$ cat config.mk
export PLATFORM = sky130hd
export DESIGN_NAME = mbr_partition_table_parser
export DESIGN_NICKNAME = d
export VERILOG_FILES = /design/src/design/mbrp_pkg.sv /design/src/design/mbr_partition_table_parser.sv /design/src/design/mbrp_ram.sv /design/src/design/mbrp_capture.sv /design/src/design/mbrp_emit.sv
export SDC_FILE = /design/constraint.sdc
export NUM_CORES = 1
export LEC_CHECK = 0
export BUFFER_PORTS_ARGS = -buffer_cell sky130_fd_sc_hd__buf_2
export CAP_MARGIN = 20
export CORE_UTILIZATION = 45
export CTS_CLUSTER_SIZE = 10
export DETAILED_ROUTE_END_ITERATION = 7
export PLACE_DENSITY = 0.68
export SLEW_MARGIN = 20
export SYNTH_ARGS = -nofsm -noshare
export SYNTH_HDL_FRONTEND = slang
export SYNTH_HIERARCHICAL = 1
export SYNTH_SLANG_ARGS = --single-unit
$ cat constraint.sdc
create_clock -name clk_i -period 8.26 [get_ports clk_i]
set_clock_uncertainty 0.2 [all_clocks]
set_input_delay 1.652 -clock clk_i [delete_from_list [all_inputs] [get_ports clk_i]]
set_output_delay 1.652 -clock clk_i [all_outputs]
set_load 0.01 [all_outputs]
$ cat src/design/mbrp_pkg.sv
`timescale 1ns / 1ps
// ----------------------------------------------------------------------------
// MBR parser package
// Shared types and constants for the partition table parser.
// ----------------------------------------------------------------------------
package mbrp_pkg;

  // Sector layout
  localparam logic [8:0] TableBase  = 9'h1be;
  localparam logic [8:0] TableEnd   = 9'h1fe;  // first position past the table
  localparam logic [8:0] SigHiPos   = 9'd510;
  localparam logic [8:0] SigLoPos   = 9'd511;
  localparam logic [7:0] SigHiByte  = 8'h55;
  localparam logic [7:0] SigLoByte  = 8'haa;
  localparam int unsigned TableEntries = 4;
  localparam int unsigned EntryAddrW   = 2;

  // Entry field values
  localparam logic [7:0] BootActive  = 8'h80;
  localparam logic [7:0] BootNone    = 8'h00;
  localparam logic [7:0] TypeEmpty   = 8'h00;
  localparam logic [7:0] TypeExtChs  = 8'h05;
  localparam logic [7:0] TypeExtLba  = 8'h0f;
  localparam logic [7:0] TypeExtLnx  = 8'h85;
  localparam logic [7:0] TypeGptProt = 8'hee;

  localparam logic [15:0] GoodBlockSize = 16'd512;

  // Result status codes
  localparam logic [1:0] StEntry  = 2'd0;
  localparam logic [1:0] StBadSec = 2'd1;
  localparam logic [1:0] StNoSlot = 2'd2;

  // Configuration register indexes
  localparam logic [1:0] CfgBlockSize   = 2'd0;
  localparam logic [1:0] CfgTotalBlocks = 2'd1;
  localparam logic [1:0] CfgCapacity    = 2'd2;

  // One stored table entry
  typedef struct packed {
    logic [7:0]  boot;
    logic [7:0]  ptype;
    logic [31:0] start;
    logic [31:0] length;
  } entry_t;

  localparam int unsigned EntryW = $bits(entry_t);

  // End-of-sector notice from capture to emitter
  typedef struct packed {
    logic valid;
    logic sig_ok;
  } sector_done_t;

endpackage

$ cat src/design/mbr_partition_table_parser.sv
`timescale 1ns / 1ps
// ----------------------------------------------------------------------------
// MBR partition table parser
// Parses the primary partition table and signature of a disk's first sector.
// ----------------------------------------------------------------------------
// Usage:
//   Feed the 512 bytes of sector 0 in address order on sector_byte_i with
//   in_valid_i / in_ready_o; one request is taken per cycle. Table entries
//   are assembled in a staging register and written whole into a 4-entry RAM
//   as their last byte arrives. On byte 511 the block queues its results:
//   one error result (bad block size or signature), one no-slot result
//   (capacity zero), or min(capacity, ENTRY_SLOTS) entry results, the last
//   one flagged by last_o.
//   Output: a result is queued, read from the entry RAM (entry results)
//   and checked into the output register; further results follow one per
//   cycle while out_ready_i is high.
//   Throughput: one byte per cycle. If results of a sector are still being
//   read back from the entry RAM when the next sector reaches its table
//   bytes, in_ready_o drops until the last RAM read has issued; an output
//   stall therefore only holds the sender once it reaches the table.
//   Configuration: cfg_valid_i / cfg_ready_o with cfg_index_i and
//   cfg_data_i; always ready, unknown indexes are dropped. Write only while
//   the block is idle.
//   Reset: byte position clears to zero, no results pending, config returns
//   to block size 512, total blocks 0, capacity 4.
// ----------------------------------------------------------------------------
module mbr_partition_table_parser
  import mbrp_pkg::*;
#(
  parameter int unsigned ENTRY_SLOTS = 4
) (
  input  logic        clk_i,
  input  logic        rst_ni,
  // sector bytes
  input  logic        in_valid_i,
  output logic        in_ready_o,
  input  logic [7:0]  sector_byte_i,
  // results
  output logic        out_valid_o,
  input  logic        out_ready_i,
  output logic [1:0]  status_o,
  output logic [1:0]  entry_index_o,
  output logic [31:0] start_block_o,
  output logic [31:0] block_count_o,
  output logic        bootable_o,
  output logic        last_o,
  // configuration writes
  input  logic        cfg_valid_i,
  output logic        cfg_ready_o,
  input  logic [1:0]  cfg_index_i,
  input  logic [63:0] cfg_data_i
);

  logic [15:0] block_size_q;
  logic [63:0] total_blocks_q;
  logic [2:0]  capacity_q;

  logic                  busy;
  logic                  we;
  logic [EntryAddrW-1:0] waddr;
  entry_t                wdata;
  logic                  re;
  logic [EntryAddrW-1:0] raddr;
  entry_t                rdata;
  sector_done_t          done;

  // Config registers: always accept, drop writes to unknown indexes
  assign cfg_ready_o = 1'b1;

  always_ff @(posedge clk_i or negedge rst_ni) begin
    if (!rst_ni) begin
      block_size_q   <= GoodBlockSize;
      total_blocks_q <= '0;
      capacity_q     <= 3'd4;
    end else if (cfg_valid_i) begin
      case (cfg_index_i)
        CfgBlockSize:   block_size_q   <= cfg_data_i[15:0];
        CfgTotalBlocks: total_blocks_q <= cfg_data_i;
        CfgCapacity:    capacity_q     <= cfg_data_i[2:0];
        default:        ;
      endcase
    end
  end

  // Byte position tracking and entry assembly
  mbrp_capture u_capture (
    .clk_i,
    .rst_ni,
    .in_valid_i,
    .in_ready_o,
    .sector_byte_i,
    .busy_i  (busy),
    .we_o    (we),
    .waddr_o (waddr),
    .wdata_o (wdata),
    .done_o  (done)
  );

  // Entry store
  mbrp_ram #(
    .Width (EntryW),
    .Depth (TableEntries)
  ) u_entry_ram (
    .clk_i,
    .we_i    (we),
    .waddr_i (waddr),
    .wdata_i (wdata),
    .re_i    (re),
    .raddr_i (raddr),
    .rdata_o (rdata)
  );

  // Read back, check and present results
  mbrp_emit #(
    .EntrySlots (ENTRY_SLOTS)
  ) u_emit (
    .clk_i,
    .rst_ni,
    .done_i         (done),
    .block_size_i   (block_size_q),
    .total_blocks_i (total_blocks_q),
    .capacity_i     (capacity_q),
    .busy_o         (busy),
    .re_o           (re),
    .raddr_o        (raddr),
    .rdata_i        (rdata),
    .out_valid_o,
    .out_ready_i,
    .status_o,
    .entry_index_o,
    .start_block_o,
    .block_count_o,
    .bootable_o,
    .last_o
  );

endmodule

$ cat src/design/mbrp_ram.sv
`timescale 1ns / 1ps
// ----------------------------------------------------------------------------
// Generic RAM
// One write port, one read port, registered read data held while idle.
// ----------------------------------------------------------------------------
module mbrp_ram #(
  parameter int unsigned Width = 8,
  parameter int unsigned Depth = 4
) (
  input  logic                     clk_i,
  input  logic                     we_i,
  input  logic [$clog2(Depth)-1:0] waddr_i,
  input  logic [Width-1:0]         wdata_i,
  input  logic                     re_i,
  input  logic [$clog2(Depth)-1:0] raddr_i,
  output logic [Width-1:0]         rdata_o
);

  logic [Width-1:0] mem [Depth];
  logic [Width-1:0] rdata_q;

  always_ff @(posedge clk_i) begin
    if (we_i) begin
      mem[waddr_i] <= wdata_i;
    end
    if (re_i) begin
      rdata_q <= mem[raddr_i];
    end
  end

  assign rdata_o = rdata_q;

endmodule

$ cat src/design/mbrp_capture.sv
`timescale 1ns / 1ps
// ----------------------------------------------------------------------------
// MBR byte capture
// Tracks the byte position, assembles table entries and writes them to RAM.
// ----------------------------------------------------------------------------
module mbrp_capture
  import mbrp_pkg::*;
(
  input  logic                  clk_i,
  input  logic                  rst_ni,
  input  logic                  in_valid_i,
  output logic                  in_ready_o,
  input  logic [7:0]            sector_byte_i,
  input  logic                  busy_i,
  output logic                  we_o,
  output logic [EntryAddrW-1:0] waddr_o,
  output entry_t                wdata_o,
  output sector_done_t          done_o
);

  logic [8:0]  pos_q, pos_d;
  logic [8:0]  off;
  logic [3:0]  w;
  logic        in_table;
  logic        accept;
  logic [7:0]  boot_q, type_q, sig_hi_q;
  logic [31:0] start_q;
  logic [23:0] len_q;

  assign in_table = (pos_q >= TableBase) && (pos_q < TableEnd);
  assign off      = pos_q - TableBase;
  assign w        = off[3:0];

  // Stall over the table while the previous sector's entries are still read
  assign in_ready_o = !(busy_i && in_table);
  assign accept     = in_valid_i && in_ready_o;
  assign pos_d      = pos_q + 9'd1;

  always_ff @(posedge clk_i or negedge rst_ni) begin
    if (!rst_ni) begin
      pos_q <= '0;
    end else if (accept) begin
      pos_q <= pos_d;
    end
  end

  always_ff @(posedge clk_i) begin
    if (accept && in_table) begin
      case (w)
        4'd0:    boot_q <= sector_byte_i;
        4'd4:    type_q <= sector_byte_i;
        4'd8:    start_q[7:0]   <= sector_byte_i;
        4'd9:    start_q[15:8]  <= sector_byte_i;
        4'd10:   start_q[23:16] <= sector_byte_i;
        4'd11:   start_q[31:24] <= sector_byte_i;
        4'd12:   len_q[7:0]     <= sector_byte_i;
        4'd13:   len_q[15:8]    <= sector_byte_i;
        4'd14:   len_q[23:16]   <= sector_byte_i;
        default: ;
      endcase
    end
    if (accept && (pos_q == SigHiPos)) begin
      sig_hi_q <= sector_byte_i;
    end
  end

  // Write the whole entry on its last byte
  assign we_o           = accept && in_table && (w == 4'd15);
  assign waddr_o        = off[5:4];
  assign wdata_o.boot   = boot_q;
  assign wdata_o.ptype  = type_q;
  assign wdata_o.start  = start_q;
  assign wdata_o.length = {sector_byte_i, len_q};

  assign done_o.valid  = accept && (pos_q == SigLoPos);
  assign done_o.sig_ok = (sig_hi_q == SigHiByte) && (sector_byte_i == SigLoByte);

endmodule

$ cat src/design/mbrp_emit.sv
`timescale 1ns / 1ps
// ----------------------------------------------------------------------------
// MBR result emitter
// Reads stored entries back, checks them and drives the result register.
// ----------------------------------------------------------------------------
module mbrp_emit
  import mbrp_pkg::*;
#(
  parameter int unsigned EntrySlots = 4
) (
  input  logic                  clk_i,
  input  logic                  rst_ni,
  input  sector_done_t          done_i,
  input  logic [15:0]           block_size_i,
  input  logic [63:0]           total_blocks_i,
  input  logic [2:0]            capacity_i,
  output logic                  busy_o,
  output logic                  re_o,
  output logic [EntryAddrW-1:0] raddr_o,
  input  entry_t                rdata_i,
  output logic                  out_valid_o,
  input  logic                  out_ready_i,
  output logic [1:0]            status_o,
  output logic [1:0]            entry_index_o,
  output logic [31:0]           start_block_o,
  output logic [31:0]           block_count_o,
  output logic                  bootable_o,
  output logic                  last_o
);

  localparam logic [2:0] SlotsW = 3'(EntrySlots);

  logic       special_q, special_d;
  logic [1:0] spec_st_q, spec_st_d;
  logic [2:0] cnt_q, cnt_d;
  logic [1:0] idx_q, idx_d;
  logic       rd_valid_q, rd_valid_d;
  logic [1:0] rd_st_q, rd_st_d;
  logic [1:0] rd_idx_q, rd_idx_d;
  logic       rd_last_q, rd_last_d;
  logic       out_valid_q, out_valid_d;
  logic       load_out;
  logic       advance, can_issue;
  logic [2:0] n;
  logic       boot_ok, type_ok, fits, ok;
  logic [32:0] end_blk;

  assign n = (capacity_i < SlotsW) ? capacity_i : SlotsW;

  assign advance   = !out_valid_q || out_ready_i;
  assign can_issue = !rd_valid_q || advance;
  assign busy_o    = special_q || (cnt_q != 3'd0);

  always_comb begin
    special_d  = special_q;
    spec_st_d  = spec_st_q;
    cnt_d      = cnt_q;
    idx_d      = idx_q;
    rd_valid_d = rd_valid_q;
    rd_st_d    = rd_st_q;
    rd_idx_d   = rd_idx_q;
    rd_last_d  = rd_last_q;
    re_o       = 1'b0;
    raddr_o    = idx_q;

    // Start a sector's results; capture stalls so we are idle here
    if (done_i.valid) begin
      if ((block_size_i != GoodBlockSize) || !done_i.sig_ok) begin
        special_d = 1'b1;
        spec_st_d = StBadSec;
      end else if (n == 3'd0) begin
        special_d = 1'b1;
        spec_st_d = StNoSlot;
      end else begin
        cnt_d = n;
        idx_d = '0;
      end
    end

    if (can_issue) begin
      if (special_q) begin
        rd_valid_d = 1'b1;
        rd_st_d    = spec_st_q;
        rd_idx_d   = '0;
        rd_last_d  = 1'b1;
        special_d  = 1'b0;
      end else if (cnt_q != 3'd0) begin
        re_o       = 1'b1;
        rd_valid_d = 1'b1;
        rd_st_d    = StEntry;
        rd_idx_d   = idx_q;
        rd_last_d  = (cnt_q == 3'd1);
        cnt_d      = cnt_q - 3'd1;
        idx_d      = idx_q + 2'd1;
      end else begin
        rd_valid_d = 1'b0;
      end
    end
  end

  // Entry checks
  assign boot_ok = (rdata_i.boot == BootNone) || (rdata_i.boot == BootActive);
  assign type_ok = !((rdata_i.ptype == TypeEmpty) || (rdata_i.ptype == TypeExtChs) ||
                     (rdata_i.ptype == TypeExtLba) || (rdata_i.ptype == TypeExtLnx) ||
                     (rdata_i.ptype == TypeGptProt));
  assign end_blk = {1'b0, rdata_i.start} + {1'b0, rdata_i.length};
  assign fits    = {31'd0, end_blk} <= total_blocks_i;
  assign ok      = boot_ok && type_ok && (rdata_i.length != 32'd0) && fits;

  assign load_out    = rd_valid_q && advance;
  assign out_valid_d = load_out ? 1'b1 : (out_ready_i ? 1'b0 : out_valid_q);

  always_ff @(posedge clk_i or negedge rst_ni) begin
    if (!rst_ni) begin
      special_q   <= 1'b0;
      spec_st_q   <= StEntry;
      cnt_q       <= '0;
      idx_q       <= '0;
      rd_valid_q  <= 1'b0;
      rd_st_q     <= StEntry;
      rd_idx_q    <= '0;
      rd_last_q   <= 1'b0;
      out_valid_q <= 1'b0;
    end else begin
      special_q   <= special_d;
      spec_st_q   <= spec_st_d;
      cnt_q       <= cnt_d;
      idx_q       <= idx_d;
      rd_valid_q  <= rd_valid_d;
      rd_st_q     <= rd_st_d;
      rd_idx_q    <= rd_idx_d;
      rd_last_q   <= rd_last_d;
      out_valid_q <= out_valid_d;
    end
  end

  always_ff @(posedge clk_i) begin
    if (load_out) begin
      status_o <= rd_st_q;
      last_o   <= rd_last_q;
      if (rd_st_q == StEntry) begin
        entry_index_o <= rd_idx_q;
        start_block_o <= rdata_i.start;
        block_count_o <= ok ? rdata_i.length : 32'd0;
        bootable_o    <= ok && (rdata_i.boot == BootActive);
      end else begin
        entry_index_o <= '0;
        start_block_o <= '0;
        block_count_o <= '0;
        bootable_o    <= 1'b0;
      end
    end
  end

  assign out_valid_o = out_valid_q;

endmodule

# == Word-level counts from Yosys, hierarchy flattened ==
# Memories as Yosys holds them, arrays and structs flattened. A register that Yosys moved wholly into a read port is not among the register bits.
# Cells that the tools add are included.
# word_totals
reg_bits,257
mem_bits_rw,320
output_inout_bits,73
word_cells,148
mem_count,1
# classes
n_addsub,5
n_lt_le_gt_ge,4
n_eq_ne,22
muxes,34
reduce_logical,53
# mem_list
memory,depth,word_bits,rd,rd_clocked_by_memory_dff,wr,line,text
u_entry_ram.mem,4,80,1,1,1,mbrp_ram.sv:19,logic [Width-1:0] mem [Depth];
# ops
op,n
33-bit by 64-bit less-or-equal comparator with 1-bit output,1
32-bit by 32-bit adder with 33-bit output,1
4-bit equality test (second input constant),8
8-bit equality test (second input constant),4
32-bit nonzero test,1
2-bit AND reduction,15
2-bit two-way mux,12
3-bit two-way mux,7
9-bit equality test (second input constant),2
8-bit logical NOT,2
16-bit by 10-bit != test with 1-bit output (second input constant),1
1-bit two-way mux,15
1-bit logical AND,13
9-bit by 1-bit adder with 9-bit output (second input constant),1
9-bit >= comparator (second input constant),1
1-bit logical OR,9
9-bit less-than comparator (second input constant),1
8-bit by 3-bit equality test with 1-bit output (second input constant),1
8-bit by 4-bit equality test with 1-bit output (second input constant),1
8-bit by 7-bit equality test with 1-bit output (second input constant),1
2-bit nonzero test,3
6-bit subtractor (second input constant),1
1-bit logical NOT,5
4-bit by 3-bit equality test with 1-bit output (second input constant),1
10 further kinds,11

# == Depth between registers and ports, before layout ==
# depth
ltp_word,10
mapped_depth,19

# == Modules after synthesis ==
# The synthesis kept the hierarchy.
# modules_own_cells
module,n_inst,cells_per_inst,area_each_um2,seq_area_each_um2
mbrp_ram,1,502,14059.7,12011.5
mbrp_emit,1,616,6153.4,2477.4
mbr_partition_table_parser,1,179,3427.0,2079.5
mbrp_capture,1,175,3210.6,2627.5

# == Worst setup path after synthesis ==
# OpenSTA, ideal clock, no wires.
# synth_path
path_kind,input-to-reg
startpoint,input port in_valid_i
endpoint,memory u_entry_ram/mem[0][0] in the netlist's numbering (enable)
setup_ps,633
t_arrival_ps,8242
slack_ps,-815
path_stages,5
path_buffers,1
cell_sequence,buf_2 nor2b_1 nand2_1 nor3_1 nor3b_1
# synth_between
elab_chain_len,5
# synth_lines
item,line,text
"start, declared",mbr_partition_table_parser.sv:35,"input logic in_valid_i,"
1-bit logical AND,mbrp_capture.sv:36,assign accept = in_valid_i && in_ready_o;
1-bit logical AND (2 in series),mbrp_capture.sv:68,assign we_o = accept && in_table && (w == 4'd15);
via we,mbr_partition_table_parser.sv:59,logic we;
1-bit two-way mux,mbrp_ram.sv:23,if (we_i) begin
1-bit two-way mux (not written as such),mbrp_ram.sv:24,mem[waddr_i] <= wdata_i;
"end, declared",mbrp_ram.sv:19,
# The timed path passes the listed nets, and every way through them passes these cells.

# == Final worst setup path ==
# layout_path
startpoint,"register u_entry_ram.rdata_q[0], in the netlist u_entry_ram/rdata_o[0], read port of u_entry_ram.mem"
endpoint,register u_emit.block_count_o[11] (data pin)
# layout_between
elab_chain_len,4
# layout_lines
item,line,text
"start, declared",mbrp_ram.sv:20,logic [Width-1:0] rdata_q;
32-bit by 32-bit adder with 33-bit output / 32-bit nonzero test (equally long branches),"mbrp_emit.sv:106, mbrp_emit.sv:108",
33-bit by 64-bit less-or-equal comparator with 1-bit output / 1-bit logical AND (equally long branches),"mbrp_emit.sv:107, mbrp_emit.sv:108",
1-bit logical AND *,mbrp_emit.sv:108,assign ok = boot_ok && type_ok && (rdata_i.length != 32'd0) && fits;
2-bit AND reduction (no source line) *,--,
"end signal, assigned",mbrp_emit.sv:144,block_count_o <= ok ? rdata_i.length : 32'd0;
"end, declared",mbrp_emit.sv:26,"output logic [31:0] block_count_o,"
# Every way passes the cells marked *; elsewhere a longest branch is shown, timed or not.
# A chain may end at the register's enable or synchronous reset.

==> impl_metrics.csv <==
group,metric,value,unit
sta,slew_violations,0,
synth,synth.area.top_cells,"edfxtp_1, dfrtp_1, mux4_2, ha_1, mux2_4",
detailed_routing,num_vias,13500,
clock_tree,max-clock-path-buffers,3,
detailed_routing,drtIter0Drc,1137,
global_routing,grt_pass1_vias,13900,
worst_setup_path,required,8.37,ns
detailed_routing,wire_per_inst,22.3,um
detailed_routing,wl_met3,2820,um
detailed_routing,drc,0,
detailed_routing,highest_layer,"met4",
layout,nNetsFinal,1814,
worst_hold_path,hold_end,"u_emit/out_valid_o",
power,pwr-share-comb,0.268,
worst_setup_path,critPathSlowestCell,"a2111oi_4",
clock_tree,cts-buffers-inserted,76,
placed_design,io_buffers,150,
detailed_routing,wl,55000,um
clock_tree,clock-sinks,657,
floorplan,core,59000,um^2
placed_design,place.gp.congestion,0.900,
global_routing,grt_usage,0.183,
global_routing,antenna_found_initial,0,
synth,synthFlopType,"edfxtp_1",
worst_setup_path,path_class,"flip-flop to flip-flop",
floorplan,row_count,89,
global_routing,grt_max_degree,73,
power,power.density,327,nW/um^2
power,swShare,0.292,
worst_setup_path,start_kind,"flip-flop",
floorplan,io_pins,152,
detailed_routing,viasPerCell,5.45,
synth,synth_common_cells,"edfxtp_1, dfrtp_1, mux4_2, ha_1, mux2_4",
synth,synth_top_area_frac,0.615,
sta,rsz0062_at_grt,"no",
placed_design,place_hpwl,34900,um
layout,final_layout_size_suffix_gt1_frac,0.267,
worst_setup_path,r2r_end,"u_emit/block_count_o[11]",
sta,hold_viol,0,
sta,fmax,0.198,GHz
synth,yosysWarnings,6,
synth,async_reset_ff_frac,0.163,
flow_run,cap_violations,0,
placed_design,place_inst,2354,
clock_tree,htree_levels,3,
worst_hold_path,hold_depth,2,
synth,synth.distinct_cells,80,
worst_setup_path,cp.arrival,5.17,ns
sta,setup_tns,0,ns
synth,yosysSeqAreaShare,0.715,
power,power_leakage,11.1,nW
floorplan,die-area,60600,um^2
synth,synth.avg_cell_area,18.2,um^2
global_routing,grt_pass1_wl,83000,um
synth,yosys.area.top_type,"edfxtp_1",
layout,design_area,30500,um^2
sta,timing.final.crit_share,0.613,
synth,syn-num-nets,1626,
synth,synth_seq_cells,657,
layout,fin_cells,2471,
sta,worst_pin_slew,1.03,ns
worst_hold_path,min_from,"u_emit/rd_valid_q",
clock_tree,clk_latency,0.59,ns
layout,area_growth,13.4,%
floorplan,start_util,0.455,
synth,synth_cells,1472,
worst_setup_path,slowest_delay,0.40,ns
sta,slew_headroom,0.313,
global_routing,grt_remaining_overflow,0,
worst_setup_path,worst-r2r-cell-count,18,
sta,layout_min_cycle_time,5.06,ns
synth,post-synth-top-count-cell,"edfxtp_1",
clock_tree,cts.clk_slew.worst_paths,0.05,ns
power,ir_worst_vdd,0.000183,V
clock_tree,cts_root_buf,"clkbuf_16",
detailed_routing,met2_length,26600,um
clock_tree,cts_setup_buffers,0,
worst_hold_path,hold_class,"flip-flop to flip-flop",
worst_setup_path,crit_top_cell,"ha_1",
sta,setup_viol,0,
floorplan,dieWidth,246,um
worst_setup_path,r2r_start,"u_entry_ram/rdata_o[0]",
clock_tree,cts_hold_buf,0,
layout,antenna_cells,0,
clock_tree,cts_tree,"built",
worst_setup_path,r2r_slack,3.20,ns
layout,nFillCells,4672,
power,pwr-share-clk,0.298,
synth,synth_area,26900,um^2
worst_setup_path,crit_buf_inv,2,
power,p_int,0.00704,W
floorplan,die_h,246,um
power,seqPwrFrac,0.435,
worst_setup_path,cp_top_family,"simple AND/OR/NAND/NOR gates",
outcome,status,"finished clean",
placed_design,dpl-instance-area,28300,um^2
synth,synth_edf_count,550,
clock_tree,cts.repair.resized,0,
detailed_routing,route.layer.met1.wl,24300,um
detailed_routing,first_pass_iters,5,
power,switchingPower,0.00291,W
detailed_routing,postRouteAntennaNets,0,
worst_setup_path,cp_cell_sequence,"ha_1, inv_1, fa_1, and2b_1, o2111ai_2, a2111oi_4, o211ai_2, or3_1, a31oi_1, xor2_1, ha_1, nand4_1, or2_2, nor3_1, o41ai_1, a21boi_2, buf_4, nor3b_1",
worst_setup_path,crit_fanout,33,
worst_setup_path,worst_setup_path_end_kind,"flip-flop",
sequential cells by signal (all words and copies together) (netlist names), 2 cells and up:
register and cells:
block_size_q 16, u_emit/entry_index_o 2, u_capture/boot_q 8, u_capture/start_q 32, u_entry_ram/rdata_o 80, u_capture/len_q 24, u_emit/status_o 2, u_emit/rd_idx_q 2
u_emit/block_count_o 32, u_emit/rd_st_q 2, capacity_q 3, total_blocks_q 64, u_capture/pos_q 9, u_entry_ram/mem 320, u_capture/sig_hi_q 8, u_emit/raddr_o 2
u_emit/cnt_q 3, u_emit/start_block_o 32, u_capture/type_q 8, u_emit/spec_st_q 2
metrics by stage:
step / utilization / power, W / hold WS [ns] / worst slack, ns
finish: 0.516 / 0.00995 / 0.269 / 3.20
global route: 0.516 / 0.0105 / 0.298 / 2.86
CTS: 0.515 / 0.0100 / 0.266 / 3.19
detailed placement: 0.479 / 0.00705 / 0.254 / 3.20
global placement: 0.479 / 0.00699 / 0.252 / 3.29
floorplan: - / 0.00637 / 0.239 / 2.04
worst min-delay path, stage by stage, from the launching register on:
cell	delay, ns
dfrtp_1	0.33
inv_1	0.06
nand2_1	0.05
layout by cell type (no fill, tap or decap), types with 20 or more instances in the layout:
master	instances
dfrtp_1	103
clkbuf_16	80
mux4_2	80
nor3_1	24
nor2_1	37
mux2_4	60
nor3b_1	31
mux2_2	26
edfxtp_1	550
inv_1	50
and2_1	36
nand2_1	36
buf_2	149
clkbuf_1	32
ha_1	74
xnor2_1	27
a21oi_1	50
a21o_1	20
layer usage:
layer | track usage | up-vias
met5 | 0 | -
met4 | 0.0650 | 0
met3 | 0.0294 | 81
met2 | 0.299 | 377
met1 | 0.249 | 6890
li1 | - | 6127
layout make-up:
| type | count | area [um^2] | share of cell area |
|---|---|---|---|
| Multi-Input combinational cell | 706 | 7010 | 0.230 |
| Inverter | 50 | 188 | 0.00616 |
| Clock buffer | 115 | 2160 | 0.0710 |
| Sequential cell | 657 | 19200 | 0.630 |
| Clock inverter | 1 | 8.76 | 0.000288 |
| Tap cell | 773 | 967 | 0.0318 |
| Timing Repair Buffer | 169 | 916 | 0.0301 |
worst max path at each step:
| stage | from | end | slack [ns] | cells past startpoint |
|---|---|---|---|---|
| 4_1_cts | u_entry_ram/rdata_o[0] | u_emit/block_count_o[11] | 3.19 | 18 |
| 5_1_grt | u_entry_ram/rdata_o[0] | u_emit/block_count_o[11] | 2.86 | 18 |
| 2_1_floorplan | in_valid_i | u_entry_ram/mem[0][0] | 2.04 | 5 |
| 3_3_place_gp | u_entry_ram/rdata_o[0] | u_emit/block_count_o[25] | 3.29 | 18 |
| 6_report | u_entry_ram/rdata_o[0] | u_emit/block_count_o[11] | 3.20 | 18 |
| 3_5_place_dp | u_entry_ram/rdata_o[0] | u_emit/block_count_o[5] | 3.20 | 18 |
cell families (layout without fill, tap and decap cells):
group,count (synthesis),count (layout),share of synthesized area
other,1,1,0.000140
buffers and inverters,109,335,0.0268
AOI/OAI and AO/OA,158,158,0.0411
xor gates and xnor gates,38,38,0.0124
DFF,657,657,0.715
and+or+nand+nor,268,268,0.0579
adders and majority gates,75,75,0.0352
muxes,166,166,0.112
power groups by stage:
stage / sequential [W] / clock, W / combinational (W)
final: 0.00433 / 0.00296 / 0.00266
after global routing: 0.00437 / 0.00316 / 0.00292
after CTS: 0.00433 / 0.00302 / 0.00267
after detailed placement: 0.00439 / 0 / 0.00266
after global placement: 0.00438 / 0 / 0.00261
after floorplan: 0.00424 / 0 / 0.00213
Note: power is estimated with default switching activity, not from simulation.
